--- config.mk ---
export PLATFORM = sky130hd
export DESIGN_NAME = overcurrent_window_debounce
export DESIGN_NICKNAME = d
export VERILOG_FILES = /design/src/owd_pkg.sv /design/src/owd_cfg.sv /design/src/owd_window.sv /design/src/owd_debounce.sv /design/src/overcurrent_window_debounce.sv
export SDC_FILE = /design/constraint.sdc
export NUM_CORES = 1
export LEC_CHECK = 0
export ABC_AREA = 1
export ABC_CLOCK_PERIOD_IN_PS = 9400
export BUFFER_PORTS_ARGS = -buffer_cell sky130_fd_sc_hd__buf_4
export CORE_AREA = 4 4 215 217
export CTS_CLUSTER_SIZE = 16
export DETAILED_ROUTE_END_ITERATION = 10
export DIE_AREA = 0 0 219 221
export PLACE_DENSITY = 0.46
export SYNTH_ARGS = -nofsm -noshare
export SYNTH_HDL_FRONTEND = slang
export SYNTH_SLANG_ARGS = --single-unit
--- constraint.sdc ---
create_clock -name i_clk -period 9.4 [get_ports i_clk]
set_clock_uncertainty 0.15 [all_clocks]
set_input_delay 1.88 -clock i_clk [delete_from_list [all_inputs] [get_ports i_clk]]
set_output_delay 1.88 -clock i_clk [all_outputs]
set_load 0.02 [all_outputs]
--- src/owd_pkg.sv ---
// ---------------------------------------------------------------------------
// owd_pkg
// shared types and constants for the overcurrent window debounce block
// ---------------------------------------------------------------------------
package owd_pkg;

    // register index codes on the configuration port
    localparam logic [1:0] REG_SENSOR_RANGE     = 2'd0;
    localparam logic [1:0] REG_OVER_CURRENT_MA  = 2'd1;
    localparam logic [1:0] REG_QUALIFY_LIMIT    = 2'd2;
    localparam logic [1:0] REG_DISQUALIFY_LIMIT = 2'd3;

    // sensor range codes
    localparam logic [1:0] RANGE_30A     = 2'd0;
    localparam logic [1:0] RANGE_20A     = 2'd1;
    localparam logic [1:0] RANGE_5A      = 2'd2;
    localparam logic [1:0] RANGE_30A_ALT = 2'd3;

    // full-scale current per range, milliamps
    localparam int unsigned MA_W = 15;
    localparam logic [MA_W-1:0] FULL_30A_MA = 15'd30000;
    localparam logic [MA_W-1:0] FULL_20A_MA = 15'd20000;
    localparam logic [MA_W-1:0] FULL_5A_MA  = 15'd5000;

    // register reset values
    localparam logic [15:0] OVER_CURRENT_RST   = 16'd30000;
    localparam logic [15:0] QUALIFY_RST        = 16'd10;
    localparam logic [15:0] DISQUALIFY_RST     = 16'd0;

    // derived configuration handed to the datapath
    typedef struct packed {
        logic [MA_W-1:0] full_ma;     // full-scale current of the range
        logic [MA_W-1:0] limit_ma;    // limit clamped to full scale
        logic [15:0]     qualify;
        logic [15:0]     disqualify;
    } t_owd_cfg;

    function automatic logic [MA_W-1:0] range_full_ma(input logic [1:0] code);
        logic [MA_W-1:0] full;
        full = FULL_30A_MA;
        unique case (code)
            RANGE_20A:               full = FULL_20A_MA;
            RANGE_5A:                full = FULL_5A_MA;
            RANGE_30A, RANGE_30A_ALT: full = FULL_30A_MA;
            default:                 full = FULL_30A_MA;
        endcase
        return full;
    endfunction

endpackage

--- src/owd_cfg.sv ---
// ---------------------------------------------------------------------------
// owd_cfg
// configuration registers and the clamped limit
// ---------------------------------------------------------------------------
module owd_cfg (
    input  logic                i_clk,
    input  logic                i_rst_n,
    input  logic                i_cfg_valid,
    input  logic [1:0]          i_cfg_index,
    input  logic [15:0]         i_cfg_data,
    output owd_pkg::t_owd_cfg   o_cfg
);

    logic [1:0]  r_range;
    logic [15:0] r_over_ma;
    logic [15:0] r_qualify;
    logic [15:0] r_disqualify;

    logic [owd_pkg::MA_W-1:0] full_ma;

    always_ff @(posedge i_clk) begin
        if (!i_rst_n) begin
            r_range      <= owd_pkg::RANGE_30A;
            r_over_ma    <= owd_pkg::OVER_CURRENT_RST;
            r_qualify    <= owd_pkg::QUALIFY_RST;
            r_disqualify <= owd_pkg::DISQUALIFY_RST;
        end else if (i_cfg_valid) begin
            unique case (i_cfg_index)
                owd_pkg::REG_SENSOR_RANGE:     r_range      <= i_cfg_data[1:0];
                owd_pkg::REG_OVER_CURRENT_MA:  r_over_ma    <= i_cfg_data;
                owd_pkg::REG_QUALIFY_LIMIT:    r_qualify    <= i_cfg_data;
                owd_pkg::REG_DISQUALIFY_LIMIT: r_disqualify <= i_cfg_data;
                default: ;
            endcase
        end
    end

    always_comb begin
        full_ma          = owd_pkg::range_full_ma(r_range);
        o_cfg.full_ma    = full_ma;
        // limit above full scale saturates at full scale
        o_cfg.limit_ma   = (r_over_ma > {1'b0, full_ma}) ? full_ma
                                                          : r_over_ma[owd_pkg::MA_W-1:0];
        o_cfg.qualify    = r_qualify;
        o_cfg.disqualify = r_disqualify;
    end

endmodule

--- src/owd_window.sv ---
// ---------------------------------------------------------------------------
// owd_window
// window compare without a divider: distance from midscale times full scale
// against limit times midscale
// ---------------------------------------------------------------------------
module owd_window #(
    parameter int ADC_BITS = 12
) (
    input  logic                i_clk,
    input  logic                i_rst_n,
    input  logic                i_en,
    input  logic                i_valid,
    input  logic [ADC_BITS-1:0] i_sample,
    input  owd_pkg::t_owd_cfg   i_cfg,
    output logic                o_valid,
    output logic                o_out_win
);

    localparam int PROD_W = ADC_BITS + owd_pkg::MA_W;
    localparam logic [ADC_BITS-1:0] MID = ADC_BITS'(1) << (ADC_BITS - 1);

    // input register
    logic                r_s1_valid;
    logic [ADC_BITS-1:0] r_s1_sample;

    logic [ADC_BITS-1:0] mid_dist;
    logic [PROD_W-1:0]   prod;
    logic [PROD_W-1:0]   thresh;

    // above midscale: sample >= MID + delta  <=>  limit*MID < (d+1)*full
    // below midscale: sample <  MID - delta  <=>  limit*MID < (MID-sample)*full
    always_comb begin
        if (r_s1_sample[ADC_BITS-1]) begin
            mid_dist = {1'b0, r_s1_sample[ADC_BITS-2:0]} + ADC_BITS'(1);
        end else begin
            mid_dist = MID - r_s1_sample;
        end
        prod   = PROD_W'(mid_dist) * PROD_W'(i_cfg.full_ma);
        thresh = {1'b0, i_cfg.limit_ma, {(ADC_BITS-1){1'b0}}};
    end

    always_ff @(posedge i_clk) begin
        if (!i_rst_n) begin
            r_s1_valid <= 1'b0;
        end else if (i_en) begin
            r_s1_valid <= i_valid;
        end
    end

    always_ff @(posedge i_clk) begin
        if (i_en) begin
            r_s1_sample <= i_sample;
        end
    end

    assign o_valid   = r_s1_valid;
    assign o_out_win = (prod > thresh);

endmodule

--- src/owd_debounce.sv ---
// ---------------------------------------------------------------------------
// owd_debounce
// integrating counter, fault latch and result register
// ---------------------------------------------------------------------------
module owd_debounce (
    input  logic              i_clk,
    input  logic              i_rst_n,
    input  logic              i_en,
    input  logic              i_valid,
    input  logic              i_out_win,
    input  owd_pkg::t_owd_cfg i_cfg,
    output logic              o_valid,
    output logic              o_fault
);

    logic [15:0] r_count;
    logic        r_fault;
    logic        r_valid;
    logic [15:0] stepped;
    logic [15:0] n_count;
    logic        n_fault;

    always_comb begin
        if (i_out_win) begin
            stepped = (r_count < i_cfg.qualify) ? r_count + 16'd1 : r_count;
        end else begin
            stepped = (r_count > i_cfg.disqualify) ? r_count - 16'd1 : r_count;
        end
        n_count = stepped;
        n_fault = r_fault;
        if (!r_fault) begin
            if (stepped >= i_cfg.qualify) begin
                n_fault = 1'b1;
            end
        end else if (stepped <= i_cfg.disqualify) begin
            n_fault = 1'b0;
            n_count = 16'd0;
        end
    end

    always_ff @(posedge i_clk) begin
        if (!i_rst_n) begin
            r_count <= 16'd0;
            r_fault <= 1'b0;
            r_valid <= 1'b0;
        end else if (i_en) begin
            r_valid <= i_valid;
            if (i_valid) begin
                r_count <= n_count;
                r_fault <= n_fault;
            end
        end
    end

    assign o_valid = r_valid;
    assign o_fault = r_fault;

endmodule

--- src/overcurrent_window_debounce.sv ---
// ---------------------------------------------------------------------------
// overcurrent_window_debounce
// debounced overcurrent flag from a stream of current-sensor adc samples
// ---------------------------------------------------------------------------
//  channel   direction  signals                               word
//  input     in         i_valid, o_stall, i_sample            one adc sample
//  output    out        o_valid, i_stall, o_fault             debounced fault flag
//  config    in         i_cfg_valid, o_cfg_ready, index, data one register write
//
//  one sample per cycle unless stalled; two register stages (input reg, result reg):
//  a sample is captured in the input reg and its flag in the result reg, which drives o_fault
//  the longest path is the adc x full-scale product, its compare and the counter step
//  a held result with i_stall high freezes the whole pipe and raises o_stall
//  reset is synchronous and active low: counter, flag and all valids clear,
//  registers return to 30 A range, 30000 mA limit, qualify 10, disqualify 0
// ---------------------------------------------------------------------------
module overcurrent_window_debounce #(
    parameter int ADC_BITS = 12
) (
    input  logic                i_clk,
    input  logic                i_rst_n,
    // sample stream
    input  logic                i_valid,
    output logic                o_stall,
    input  logic [ADC_BITS-1:0] i_sample,
    // fault stream
    output logic                o_valid,
    input  logic                i_stall,
    output logic                o_fault,
    // register writes
    input  logic                i_cfg_valid,
    output logic                o_cfg_ready,
    input  logic [1:0]          i_cfg_index,
    input  logic [15:0]         i_cfg_data
);

    owd_pkg::t_owd_cfg cfg;

    logic en;          // pipe advances
    logic win_valid;
    logic win_out;

    // the pipe only stops when the result register holds an untaken word
    assign en          = !(o_valid && i_stall);
    assign o_stall     = !en;
    // register writes are always taken
    assign o_cfg_ready = 1'b1;

    owd_cfg u_cfg (
        .i_clk       (i_clk),
        .i_rst_n     (i_rst_n),
        .i_cfg_valid (i_cfg_valid),
        .i_cfg_index (i_cfg_index),
        .i_cfg_data  (i_cfg_data),
        .o_cfg       (cfg)
    );

    // input register and window compare
    owd_window #(
        .ADC_BITS (ADC_BITS)
    ) u_window (
        .i_clk     (i_clk),
        .i_rst_n   (i_rst_n),
        .i_en      (en),
        .i_valid   (i_valid),
        .i_sample  (i_sample),
        .i_cfg     (cfg),
        .o_valid   (win_valid),
        .o_out_win (win_out)
    );

    // counter update and result register
    owd_debounce u_debounce (
        .i_clk     (i_clk),
        .i_rst_n   (i_rst_n),
        .i_en      (en),
        .i_valid   (win_valid),
        .i_out_win (win_out),
        .i_cfg     (cfg),
        .o_valid   (o_valid),
        .o_fault   (o_fault)
    );

endmodule

---- Word level (Yosys, flattened, before mapping) ----
Index checks and enable logic that the tools add are counted.
cells by class
  add/sub/neg operators ................... 4
  multiply operators ...................... 1
  div/mod/pow operators ................... 0
  order comparisons ....................... 6
  eq/ne operators ......................... 6
  shift-type cells ........................ 0
  multiplexer cells ....................... 11
  bitwise gates (word level) .............. 1
  reduce and logical (&&, ||, !) cells .... 9
operators with widths
  cell                    number
  $mux 16                 5
  $pmux 15 s3             1
  $gt 27x26->1            1
  $mul 12x15->27          1
  $add 16x1->16 const B   1
  $ge 16x16->1            1
  $gt 16x15->1            1
  $gt 16x16->1            1
  $le 16x16->1            1
  $lt 16x16->1            1
  $sub 16x1->16 const B   1
  $mux 15                 1
  $add 11x1->12 const B   1
  $mux 12                 1
  $sub 12x12->12 const A  1
  $reduce_and 2->1        5
  $eq 2x2->1 const B      4
  $eq 2x1->1 const B      2
  $logic_not 2->1         2
  $mux 1                  3
  $reduce_or 2->1         1
  $logic_and 1x1->1       1
  $not 1->1               1
storage, ports and cells
  flip-flop bits (word level) ............. 81
  bits in latches ......................... 0
  RAM bits ................................ 0
  memory bits (read-only) ................. 0
  output and inout port bits .............. 4
  memories ................................ 0

---- Logic depth before layout (Yosys ltp) ----
Gate-level depths: netlist (run 1).
  word-level depth ........................ 10
  mapped depth ............................ 57
  gate-level depth less buffers ........... 56

---- Hierarchy ----
Synthesis (run 1) repeated with hierarchy kept, for this count alone.
unflattened totals
  cells, all modules ...................... 1926
  area total of the unflattened synthesis .. 13225.2 µm²
modules (own cells, without submodules)
  module                       instances  cells each  area each (µm²)  sequential area each (µm²)
  owd_window                   1          1030        7414.6           380.4
  owd_debounce                 1          560         3400.8           360.3
  owd_cfg                      1          332         2388.5           1001.0
  overcurrent_window_debounce  1          4           21.3             0.0

---- Worst setup path before layout (run 1) ----
OpenSTA, ideal clock, no wires.
  path kind ............................... flip-flop to flip-flop
  start ................................... register u_window.r_s1_sample[0]
  end ..................................... register u_debounce.r_count[10]
  setup time .............................. 70 ps
  arrival time ............................ 8324 ps
  setup slack ............................. 856 ps
  cell stages (with the launch flop) ...... 51
  buffers on the path ..................... 2
  clock period less this slack ............ 8544 ps
  cell sequence ........................... edfxtp_1 > inv_2 > ha_1 > nand3_1 > nor3_1 > nand2_1 > o21ai_0 > xor2_1 > nor2_1 > fa_1 > fa_1 > fa_1 > fa_1 > inv_1 > fa_1 > inv_1 > ha_1 > nand2_1 > [... 15 more ...] > a31oi_1 > nand3_1 > nand2_4 > buf_2 > nand3_1 > and2_1 > ha_1 > nand2_1 > nor2_1 > nand2_1 > nand2_1 > nand2_1 > nand2_1 > nand2_1 > a21oi_2 > buf_2 > nand3_1 > a21oi_1
between the ends
  word-level cells in the longest chain between the ends .. 8
  elaborated cells between the ends (all ways) .. 9
  classes of those cells .................. add/sub (2); mul (1); order compare (2); mux (4)
RTL lines
  element                                                 line                                RTL
  from (decl)                                             owd_window.sv:24                    logic [ADC_BITS-1:0] r_s1_sample;
  from (signal assigned)                                  owd_window.sv:52                    r_s1_sample <= i_sample;
  $sub 12x12->12 / $add 11x1->12 (equally long branches)  owd_window.sv:36, owd_window.sv:34
  $mux 12 *                                               owd_window.sv:33                    if (r_s1_sample[ADC_BITS-1]) begin
  $mul 12x15->27 *                                        owd_window.sv:38                    prod = PROD_W'(mid_dist) * PROD_W'(i_cfg.full_ma);
  $gt 27x26->1 *                                          owd_window.sv:57                    assign o_out_win = (prod > thresh);
  $mux 16 *                                               owd_debounce.sv:24                  if (i_out_win) begin
  $le 16x16->1                                            owd_debounce.sv:35                  end else if (stepped <= i_cfg.disqualify) begin
  $mux 16                                                 owd_debounce.sv:35
  $mux 16 *                                               owd_debounce.sv:31                  if (!r_fault) begin
  to (signal assigned)                                    owd_debounce.sv:49                  r_count <= n_count;
  to (decl)                                               owd_debounce.sv:16                  logic [15:0] r_count;
Mark *: on every way between the ends. The rest lies on a longest branch, timed or not.
A chain may end at the register's enable or synchronous reset.

---- Final worst setup path (run 1) ----
  start ................................... register u_window.r_s1_sample[0]
  end ..................................... register u_debounce.r_count[5]
Same word-level chain as after synthesis.

==> results of run 1 <==
layout make-up:
cell class / count / share of cell area [%]
inverter: 266 / 7.89
clock buffer: 9 / 1.76
clock inverter: 7 / 0.676
timing repair buffer: 74 / 4.44
tap: 592 / 5.80
multi-input combinational: 1136 / 65.8
sequential: 81 / 13.6
cell usage in the layout, fill, tap and decap left out, drive strengths merged:
| master | n |
|---|---|
| o21ai | 78 |
| clkinv | 5 |
| conb | 1 |
| a31oi | 2 |
| nor3b | 1 |
| o21a | 3 |
| edfxtp | 12 |
| and3 | 1 |
| nand4 | 8 |
| xnor2 | 7 |
| nand2 | 327 |
| nand3b | 2 |
| bufinv | 1 |
| ha | 168 |
| inv | 265 |
| o31ai | 2 |
| or2 | 5 |
| nand3 | 113 |
| nor2 | 134 |
| clkinvlp | 2 |
| and2 | 11 |
| a21oi | 114 |
| o211ai | 3 |
| nor4 | 2 |
| clkbuf | 9 |
| fa | 85 |
| a21o | 5 |
| nor3 | 17 |
| xor2 | 47 |
| dfxtp | 69 |
| buf | 74 |
timing repair:
item                                    CTS  global route
buffers inserted                          0            16
gates resized for setup                   0            86
endpoints found under the setup margin    0            17
flip-flops by register name, indices dropped and copies added (netlist names):
register              cells
u_cfg.r_disqualify       16
u_cfg.r_over_ma          16
u_cfg.r_qualify          16
u_cfg.r_range             2
u_debounce.o_fault        1
u_debounce.o_valid        1
u_debounce.r_count       16
u_window.o_valid          1
u_window.r_s1_sample     12
kinds of logic after synthesis:
kind of cell | Yosys count
and+or+nand+nor | 618
other | 1
buffers and inverters | 314
xor gates and xnor gates | 54
AOI/OAI and AO/OA | 207
adders and majority gates | 253
DFF | 81
path summary, 6_finish.rpt:
path / slack, ps / end / cells after the start
hold reg to reg: 330 / u_window.o_valid$_SDFFE_PN0N_ / 2
setup reg to reg: 510 / u_debounce.r_count[5]$_SDFFE_PN0P_ / 46
hold / removal: 330 / u_window.o_valid$_SDFFE_PN0N_ / 2
setup / recovery: 510 / u_debounce.r_count[5]$_SDFFE_PN0P_ / 46
through the flow:
stage / setup WS (ps) / setup TNS (ps) / instance area [um2]
finish: 510 / 0 / 12800
global route: -22.2 / -174 / 12800
CTS: 4.79 / 0 / 12300
detailed placement: 49.4 / 0 / 11900
global placement: 226 / 0 / 11900
floorplan: 856 / 0 / 11000
worst max-delay path: cells and delay by family, from the launching register on:
family                   cells  cell delay [ps]
buffers and inverters        6              570
flip-flops                   1              430
adder cells (fa/ha/maj)      9             3570
AO/OA/AOI/OAI                7             1220
XOR/XNOR                     2              430
AND/OR/NAND/NOR             22             2420
routing by layer:
metal	global-route usage (%)	part of all wire, %	vias to the layer above
met2	22.3	47	158
li1	-	-	4940
met4	3.12	1.5	0
met1	18.8	48	4562
met5	0	0	-
met3	1.51	3.2	23
==> results.py, run 1 <==
metrics = {
    "outcome": {
        "status": "finished, final reports clean",
    },
    "floorplanning": {
        "die_y_um": 221,
        "coreArea_mm2": 0.0441,
        "die_w_um": 219,
        "ios": 39,
        "initial_core_util_pct": 25.0,
        "dieArea_mm2": 0.0484,
        "row_count": 77,
    },
    "placement": {
        "dp_hpwl_um": 27400,
        "io_buffers": 37,
        "dp.cells": 2129,
        "place.gp.congestion": 0.852,
    },
    "timing": {
        "setup-violations-final": 0,
        "maxSlewHeadroom_pct": 43.8,
        "min_period_over_period_pct": 94.6,
        "tightest_slew_ps": 842,
        "fmax_mhz": 112,
        "finalHoldViolCount": 0,
        "post-route-min-period_ps": 8890,
        "finalMaxSlewViolations": 0,
        "hold_ws_ps": 329,
    },
    "drt": {
        "final_antenna_net_count": 0,
        "postRouteWirelength_um": 32800,
        "drtPass1Iterations": 5,
        "vias_per_cell": 4.47,
        "vias": 9683,
        "drt_iter0_drc": 557,
        "drc": 0,
        "wl_per_cell_um": 15.2,
    },
    "clock_network": {
        "tritoncts": "built",
        "cts_buffers": 9,
        "clk_pin_slew_ps": 70,
        "cts_max_level": 3,
        "cts_buffer_depth": 2,
        "cts.sinks": 81,
        "postCtsHoldBufs": 0,
        "clock_latency_ps": 360,
        "root_buffer": "clkbuf_16",
    },
    "yosys": {
        "synthCells": 1528,
        "yosysWarnings": 0,
        "ys_ff_latch": 81,
        "synth_top_cells_by_count": "nand2_1, inv_1, ha_1",
        "synth_edf_count": 12,
        "yosys.area_share.simple_pct": 24.3,
        "syn_nets": 1816,
        "synth_compound_area_share_pct": 9.76,
        "synth_top_family_by_area": "adder cells",
        "yosys-top-cells-area": "ha_1, fa_1, dfxtp_1",
        "syn_area_mm2": 0.0110,
        "synth_mux_area_share_pct": 0,
        "post-synth-top-count-cell": "nand2_1",
        "synth_cell_types": 41,
        "synth.avg_cell_area_um2": 7.21,
        "synthAdderAreaFrac_pct": 34.5,
        "synth_xor_area_share_pct": 4.30,
        "async_flop_share_pct": 0,
        "yosys.area.top_type": "ha_1",
        "yosysTopAreaCellShare_pct": 19.1,
        "seq_area_frac_synth_pct": 15.8,
        "synth_flop_cell": "dfxtp_1",
    },
    "setup_path": {
        "start_kind": "flop",
        "crit_path_end_kind": "flop",
        "rr_startpoint": "u_window.r_s1_sample[0]$_DFFE_PN_",
        "critical_path_class": "flop to flop",
        "critical_path_arrival_ps": 9010,
        "critPathLaunch": "u_window.r_s1_sample[0]$_DFFE_PN_",
        "cp_slowest_stage_delay_ps": 550,
        "cp_common_cell": "nand2_1",
        "worstPathMaxFanout": 6,
        "required_ps": 9520,
        "cp_slowest_cell": "fa_1",
    },
    "grt": {
        "grt.total_usage_pct": 13.5,
        "grt_pass1_vias": 9596,
        "grt_max_degree": 53,
        "grt-ovfl-total": 0,
        "antenna_found_initial": 0,
        "grt_pass1_wl_um": 51900,
    },
    "min_path": {
        "holdCritStartpoint": "u_window.o_valid$_SDFFE_PN0N_",
        "hold_path.class": "flop to flop",
    },
    "cells_and_area": {
        "layout-drive-gt1-share_pct": 12.2,
        "final_cell_count_no_fill": 2165,
        "ff_latch_area_mm2": 0.00174,
        "multi_input_area_mm2": 0.00839,
        "nFillCells": 4866,
        "antenna_cells": 0,
        "nets": 1856,
        "utilization_pct": 28.9,
        "area_growth_pct": 15.9,
    },
    "job": {
        "drv_cap": 0,
    },
}
Power of run 1 is not shown: default switching activity piles up to over one toggle a cycle in this logic, so the estimate is an artifact.
==> run 2: changes to the inputs <==
--- a/config.mk
+++ b/config.mk
@@ -8,11 +8,13 @@
 export ABC_AREA = 1
 export ABC_CLOCK_PERIOD_IN_PS = 9400
 export BUFFER_PORTS_ARGS = -buffer_cell sky130_fd_sc_hd__buf_4
-export CORE_AREA = 4 4 215 217
+export CELL_PAD_IN_SITES_DETAIL_PLACEMENT = 2
+export CELL_PAD_IN_SITES_GLOBAL_PLACEMENT = 2
+export CORE_AREA = 4 4 176 178
 export CTS_CLUSTER_SIZE = 16
 export DETAILED_ROUTE_END_ITERATION = 10
-export DIE_AREA = 0 0 219 221
-export PLACE_DENSITY = 0.46
+export DIE_AREA = 0 0 180 182
+export PLACE_DENSITY = 0.89
 export SYNTH_ARGS = -nofsm -noshare
 export SYNTH_HDL_FRONTEND = slang
 export SYNTH_SLANG_ARGS = --single-unit
==> run 2 against run 1 <==
  * The flow now finishes with violations (negative setup slack)
  * Critical path depth is the same
  * Fmax shrank 18%
  * Wire length is 130% higher
  * Sequential share of layout area down 1.0 points
  * Non-clock buffer count is 38 higher
  * Cell count shrank 7.5%
  * Die area is 32% lower
  * Design area grew 8.3%
  * Worst hold slack improved by 39 ps
  * Largest cell class unchanged
  * Register-to-register slack got worse by 2000 ps
  * Critical endpoint is now u_debounce.r_count[13]$_SDFFE_PN0P_
==> results.py, run 2 (same netlist as run 1, synthesis figures left out) <==
metrics = {
    "outcome": {
        "status": "finished, violations left",
        "failed_checks": "negative setup slack",
    },
    "floorplanning": {
        "dieArea_mm2": 0.0328,
        "row_count": 63,
        "die_w_um": 180,
        "coreArea_mm2": 0.0294,
        "ios": 39,
        "die_y_um": 182,
        "initial_core_util_pct": 37.4,
    },
    "setup_path": {
        "required_ps": 9510,
        "start_kind": "flop",
        "r2r_end": "u_debounce.r_count[13]$_SDFFE_PN0P_",
        "cp_slowest_stage_delay_ps": 840,
        "worstPathMaxFanout": 8,
        "critical_path_class": "flop to flop",
        "cp_slowest_cell": "nor2_1",
        "cp_common_cell": "nand2_1",
        "reg2reg_depth": 46,
        "crit_path_end_kind": "flop",
        "critical_path_arrival_ps": 10980,
        "rr_startpoint": "u_window.r_s1_sample[0]$_DFFE_PN_",
        "regToRegSetupSlack_ps": -1460,
    },
    "timing": {
        "finalMaxSlewViolations": 0,
        "post-route-min-period_ps": 10860,
        "finalHoldViolCount": 0,
        "rsz0062_at_grt": "yes",
        "maxSlewHeadroom_pct": 11.0,
        "min_period_over_period_pct": 116,
        "tns_ps": -21450,
        "worst_slack_ps": -1460,
        "hold_ws_ps": 367,
        "tightest_slew_ps": 1330,
        "fmax_mhz": 92.1,
        "setup-violations-final": 17,
    },
    "clock_network": {
        "clk_pin_slew_ps": 100,
        "cts.sinks": 81,
        "tritoncts": "built",
        "root_buffer": "clkbuf_16",
        "clock_latency_ps": 400,
        "cts_buffer_depth": 2,
        "cts_buffers": 9,
        "cts_max_level": 3,
        "postCtsHoldBufs": 0,
    },
    "cells_and_area": {
        "layout_commonest_cell": "nand2_1",
        "most-common-layout-cells": "nand2_1, inv_1, ha_1, nor2_1, buf_4",
        "area_growth_pct": 25.6,
        "design_area_mm2": 0.0138,
        "layout-drive-gt1-share_pct": 25.0,
        "nets": 1893,
    },
    "min_path": {
        "hold_path.class": "flop to flop",
        "worstHoldPathCells": 2,
        "holdCritStartpoint": "u_cfg.r_disqualify[0]$_SDFFE_PN0P_",
        "hold_end": "u_cfg.r_disqualify[0]$_SDFFE_PN0P_",
    },
    "placement": {
        "dp_hpwl_um": 40000,
        "postPlaceCellArea_mm2": 0.0117,
        "place.gp.congestion": 0.903,
        "dpl_worst_slack_ps": -1120,
        "io_buffers": 37,
    },
    "drt": {
        "drc": 0,
        "wl_met1_um": 25900,
        "vias": 13077,
        "drtPass1Iterations": 5,
        "top_layer_used": "met5",
        "final_antenna_net_count": 0,
        "wl_per_cell_um": 37.6,
        "wl_met2_um": 34000,
        "postRouteWirelength_um": 75300,
        "vias_per_cell": 6.53,
        "route.met3.wl_um": 6510,
        "drt_iter0_drc": 1415,
    },
    "grt": {
        "grt_pass1_wl_um": 96700,
        "grt_pass1_vias": 14222,
        "antenna_found_initial": 3,
        "grt_max_degree": 53,
        "grt-ovfl-total": 0,
        "grt.total_usage_pct": 39.6,
    },
    "job": {
        "drv_cap": 0,
    },
}
[run 2: per-stage QoR]
step,cells,utilization [%]
6_report,2002,47.0
5_1_grt,2002,47.0
4_1_cts,1978,44.7
3_5_place_dp,1927,39.8
3_3_place_gp,1927,39.8
2_1_floorplan,1528,-
[run 2: timing repair]
action,in CTS,in global routing
pin swaps,78,61
cloned,2,1
setup endpoints to repair,17,17
resized for setup,202,106
buffers inserted,33,21
[run 2: final cells by class]
cell class / count / area (um2)
flip-flops and latches: 81 / 1740
multi-input cells: 1135 / 9350
inverters: 266 / 1010
clock buffers: 9 / 225
fillers: 3260 / 15600
repair buffers: 112 / 906
diodes: 2 / 5.00
clock inverters: 7 / 104
well taps: 390 / 488
[run 2: how the worst max path moves through the flow]
stage | start | endpoint | slack [ps]
after floorplan | u_window.r_s1_sample[0]$_DFFE_PN_ | u_debounce.r_count[10]$_SDFFE_PN0P_ | 860
after global placement | u_window.r_s1_sample[0]$_DFFE_PN_ | u_debounce.r_count[1]$_SDFFE_PN0P_ | 180
after detailed placement | u_window.r_s1_sample[0]$_DFFE_PN_ | u_debounce.r_count[8]$_SDFFE_PN0P_ | -1120
after CTS | u_window.r_s1_sample[0]$_DFFE_PN_ | u_debounce.r_count[11]$_SDFFE_PN0P_ | 7
after global routing | u_window.r_s1_sample[0]$_DFFE_PN_ | u_debounce.r_count[13]$_SDFFE_PN0P_ | -1480
final | u_window.r_s1_sample[0]$_DFFE_PN_ | u_debounce.r_count[13]$_SDFFE_PN0P_ | -1460
[run 2: per-layer routing]
metal  vias to the layer above  global-route usage [%]
met5                         -                       0
met3                       598                    9.52
met4                         6                    30.4
li1                       5000                       -
met1                      6444                    42.2
met2                      1029                    67.6
[run 2: critical path: cells and delay by family, from the launching register on]
family	cells	cell delay, ps
AND/OR/NAND/NOR	24	4150
adder cells (fa/ha/maj)	8	3260
AO/OA/AOI/OAI	6	1330
buffers and inverters	7	1010
flip-flops	1	540
XOR/XNOR	1	250
Power of run 2 is left out for the same reason.
==> run 3: changes to the inputs <==
--- a/config.mk
+++ b/config.mk
@@ -8,12 +8,12 @@
 export ABC_AREA = 1
 export ABC_CLOCK_PERIOD_IN_PS = 9400
 export BUFFER_PORTS_ARGS = -buffer_cell sky130_fd_sc_hd__buf_4
-export CELL_PAD_IN_SITES_DETAIL_PLACEMENT = 2
-export CELL_PAD_IN_SITES_GLOBAL_PLACEMENT = 2
-export CORE_AREA = 4 4 176 178
+export CELL_PAD_IN_SITES_DETAIL_PLACEMENT = 0
+export CELL_PAD_IN_SITES_GLOBAL_PLACEMENT = 1
+export CORE_AREA = 4 4 157 159
 export CTS_CLUSTER_SIZE = 16
 export DETAILED_ROUTE_END_ITERATION = 10
-export DIE_AREA = 0 0 180 182
+export DIE_AREA = 0 0 161 163
 export PLACE_DENSITY = 0.89
 export SYNTH_ARGS = -nofsm -noshare
 export SYNTH_HDL_FRONTEND = slang
==> run 3 against run 2 <==
  * The flow now finishes without violations
  * Global-route usage down 17 points
  * Cell count down 5.8%
  * Sequential share of layout area up 1.5 points
  * Fmax up 21%
  * First-iteration DRC count down 56%
==> results.py, run 3 (same netlist as run 1, synthesis figures left out) <==
metrics = {
    "setup_path": {
        "reg2reg_depth": 51,
        "start_kind": "flop",
        "worstPathMaxFanout": 8,
        "required_ps": 9520,
        "cp_slowest_stage_delay_ps": 580,
        "critical_path_class": "flop to flop",
        "regToRegSetupSlack_ps": 450,
        "r2r_end": "u_debounce.r_count[1]$_SDFFE_PN0P_",
        "critical_path_arrival_ps": 9070,
        "cp_common_cell": "nand2_1",
        "rr_startpoint": "u_window.r_s1_sample[0]$_DFFE_PN_",
        "cp_slowest_cell": "fa_1",
        "crit_path_end_kind": "flop",
    },
    "grt": {
        "grt_pass1_vias": 9322,
        "grt_pass1_wl_um": 48100,
        "grt-ovfl-total": 0,
        "grt.total_usage_pct": 22.9,
        "antenna_found_initial": 0,
        "grt_max_degree": 53,
    },
    "min_path": {
        "hold_end": "u_window.o_valid$_SDFFE_PN0N_",
        "hold_path.class": "flop to flop",
        "holdCritStartpoint": "u_window.o_valid$_SDFFE_PN0N_",
        "worstHoldPathCells": 2,
    },
    "floorplanning": {
        "coreArea_mm2": 0.0233,
        "initial_core_util_pct": 47.3,
        "row_count": 56,
        "die_y_um": 163,
        "dieArea_mm2": 0.0262,
        "ios": 39,
        "die_w_um": 161,
    },
    "timing": {
        "post-route-min-period_ps": 8950,
        "setup-violations-final": 0,
        "maxSlewHeadroom_pct": 31.4,
        "min_period_over_period_pct": 95.2,
        "fmax_mhz": 112,
        "finalHoldViolCount": 0,
        "finalMaxSlewViolations": 0,
        "tightest_slew_ps": 1030,
    },
    "clock_network": {
        "tritoncts": "built",
        "clock_latency_ps": 350,
        "cts_max_level": 3,
        "cts.sinks": 81,
        "postCtsHoldBufs": 0,
        "cts_buffer_depth": 2,
        "root_buffer": "clkbuf_16",
        "cts_buffers": 9,
        "clk_pin_slew_ps": 70,
    },
    "cells_and_area": {
        "layout_commonest_cell": "nand2_1",
        "area_growth_pct": 12.3,
        "antenna_cells": 0,
        "final_cell_count_no_fill": 1886,
        "most-common-layout-cells": "nand2_1, inv_1, ha_1, nor2_1, a21oi_1",
        "layout-drive-gt1-share_pct": 11.5,
        "nFillCells": 2312,
        "nets": 1850,
    },
    "drt": {
        "vias": 9718,
        "drtPass1Iterations": 5,
        "drt_iter0_drc": 625,
        "vias_per_cell": 5.15,
        "postRouteWirelength_um": 30000,
        "drc": 0,
        "final_antenna_net_count": 0,
        "wl_per_cell_um": 15.9,
    },
    "placement": {
        "io_buffers": 37,
        "dp_hpwl_um": 24300,
        "place.gp.congestion": 0.927,
        "dp.cells": 1851,
    },
    "job": {
        "drv_cap": 0,
    },
    "outcome": {
        "status": "finished, final reports clean",
    },
}
## run 3: what timing repair did
action / in CTS / in global routing
resized for setup: 0 / 81
endpoints found under the setup margin: 0 / 17
setup buffers: 0 / 17
## run 3: routing by layer
layer | vias up | GRT usage (%) | share of wire (%) | wire [um]
met1 | 4530 | 32.9 | 48 | 14300
met4 | 0 | 4.42 | 1.6 | 465
met3 | 29 | 4.23 | 6.0 | 1790
li1 | 4920 | - | - | -
met5 | - | 0 | 0 | 0
met2 | 239 | 36.3 | 45 | 13400
## run 3: cell type report
class                           instances  area [um2]  area share [%]
Multi-Input combinational cell       1134        8350            67.5
Sequential cell                        81        1740            14.1
Inverter                              266        1000            8.12
Timing Repair Buffer                   70         537            4.34
Tap cell                              319         399            3.23
Clock buffer                            9         225            1.82
Clock inverter                          7         106           0.860
## run 3: how the worst max path moves through the flow
| stage | slack (ps) | cells past startpoint | from | to |
|---|---|---|---|---|
| after floorplan | 860 | 50 | u_window.r_s1_sample[0]$_DFFE_PN_ | u_debounce.r_count[10]$_SDFFE_PN0P_ |
| after global placement | 300 | 50 | u_window.r_s1_sample[0]$_DFFE_PN_ | u_debounce.r_count[2]$_SDFFE_PN0P_ |
| after detailed placement | 120 | 49 | u_window.r_s1_sample[0]$_DFFE_PN_ | u_debounce.r_count[0]$_SDFFE_PN0P_ |
| after CTS | 100 | 51 | u_window.r_s1_sample[0]$_DFFE_PN_ | u_debounce.r_count[0]$_SDFFE_PN0P_ |
| after global routing | -170 | 56 | u_window.r_s1_sample[0]$_DFFE_PN_ | u_debounce.r_count[1]$_SDFFE_PN0P_ |
| final | 450 | 51 | u_window.r_s1_sample[0]$_DFFE_PN_ | u_debounce.r_count[1]$_SDFFE_PN0P_ |
## run 3: worst max-delay path: cells and delay by family, from the launching register on
family / cells / cell delay [ps]
buffers and inverters: 9 / 780
AOI/OAI and AO/OA: 6 / 920
xor gates and xnor gates: 2 / 460
adders and majority gates: 9 / 3650
and+or+nand+nor: 25 / 2470
DFF: 1 / 450
## run 3: per-stage QoR
step	area [um2]	util, %	setup WS (ps)	TNS [ps]	hold slack (ps)
after floorplan	11000	-	856	0	296
after global routing	12400	53.1	-169	-2130	362
final	12400	53.1	452	0	328
after CTS	11900	51.1	105	0	328
after detailed placement	11600	49.7	122	0	319
after global placement	11600	49.7	300	0	314
Power of run 3 is left out for the same reason.
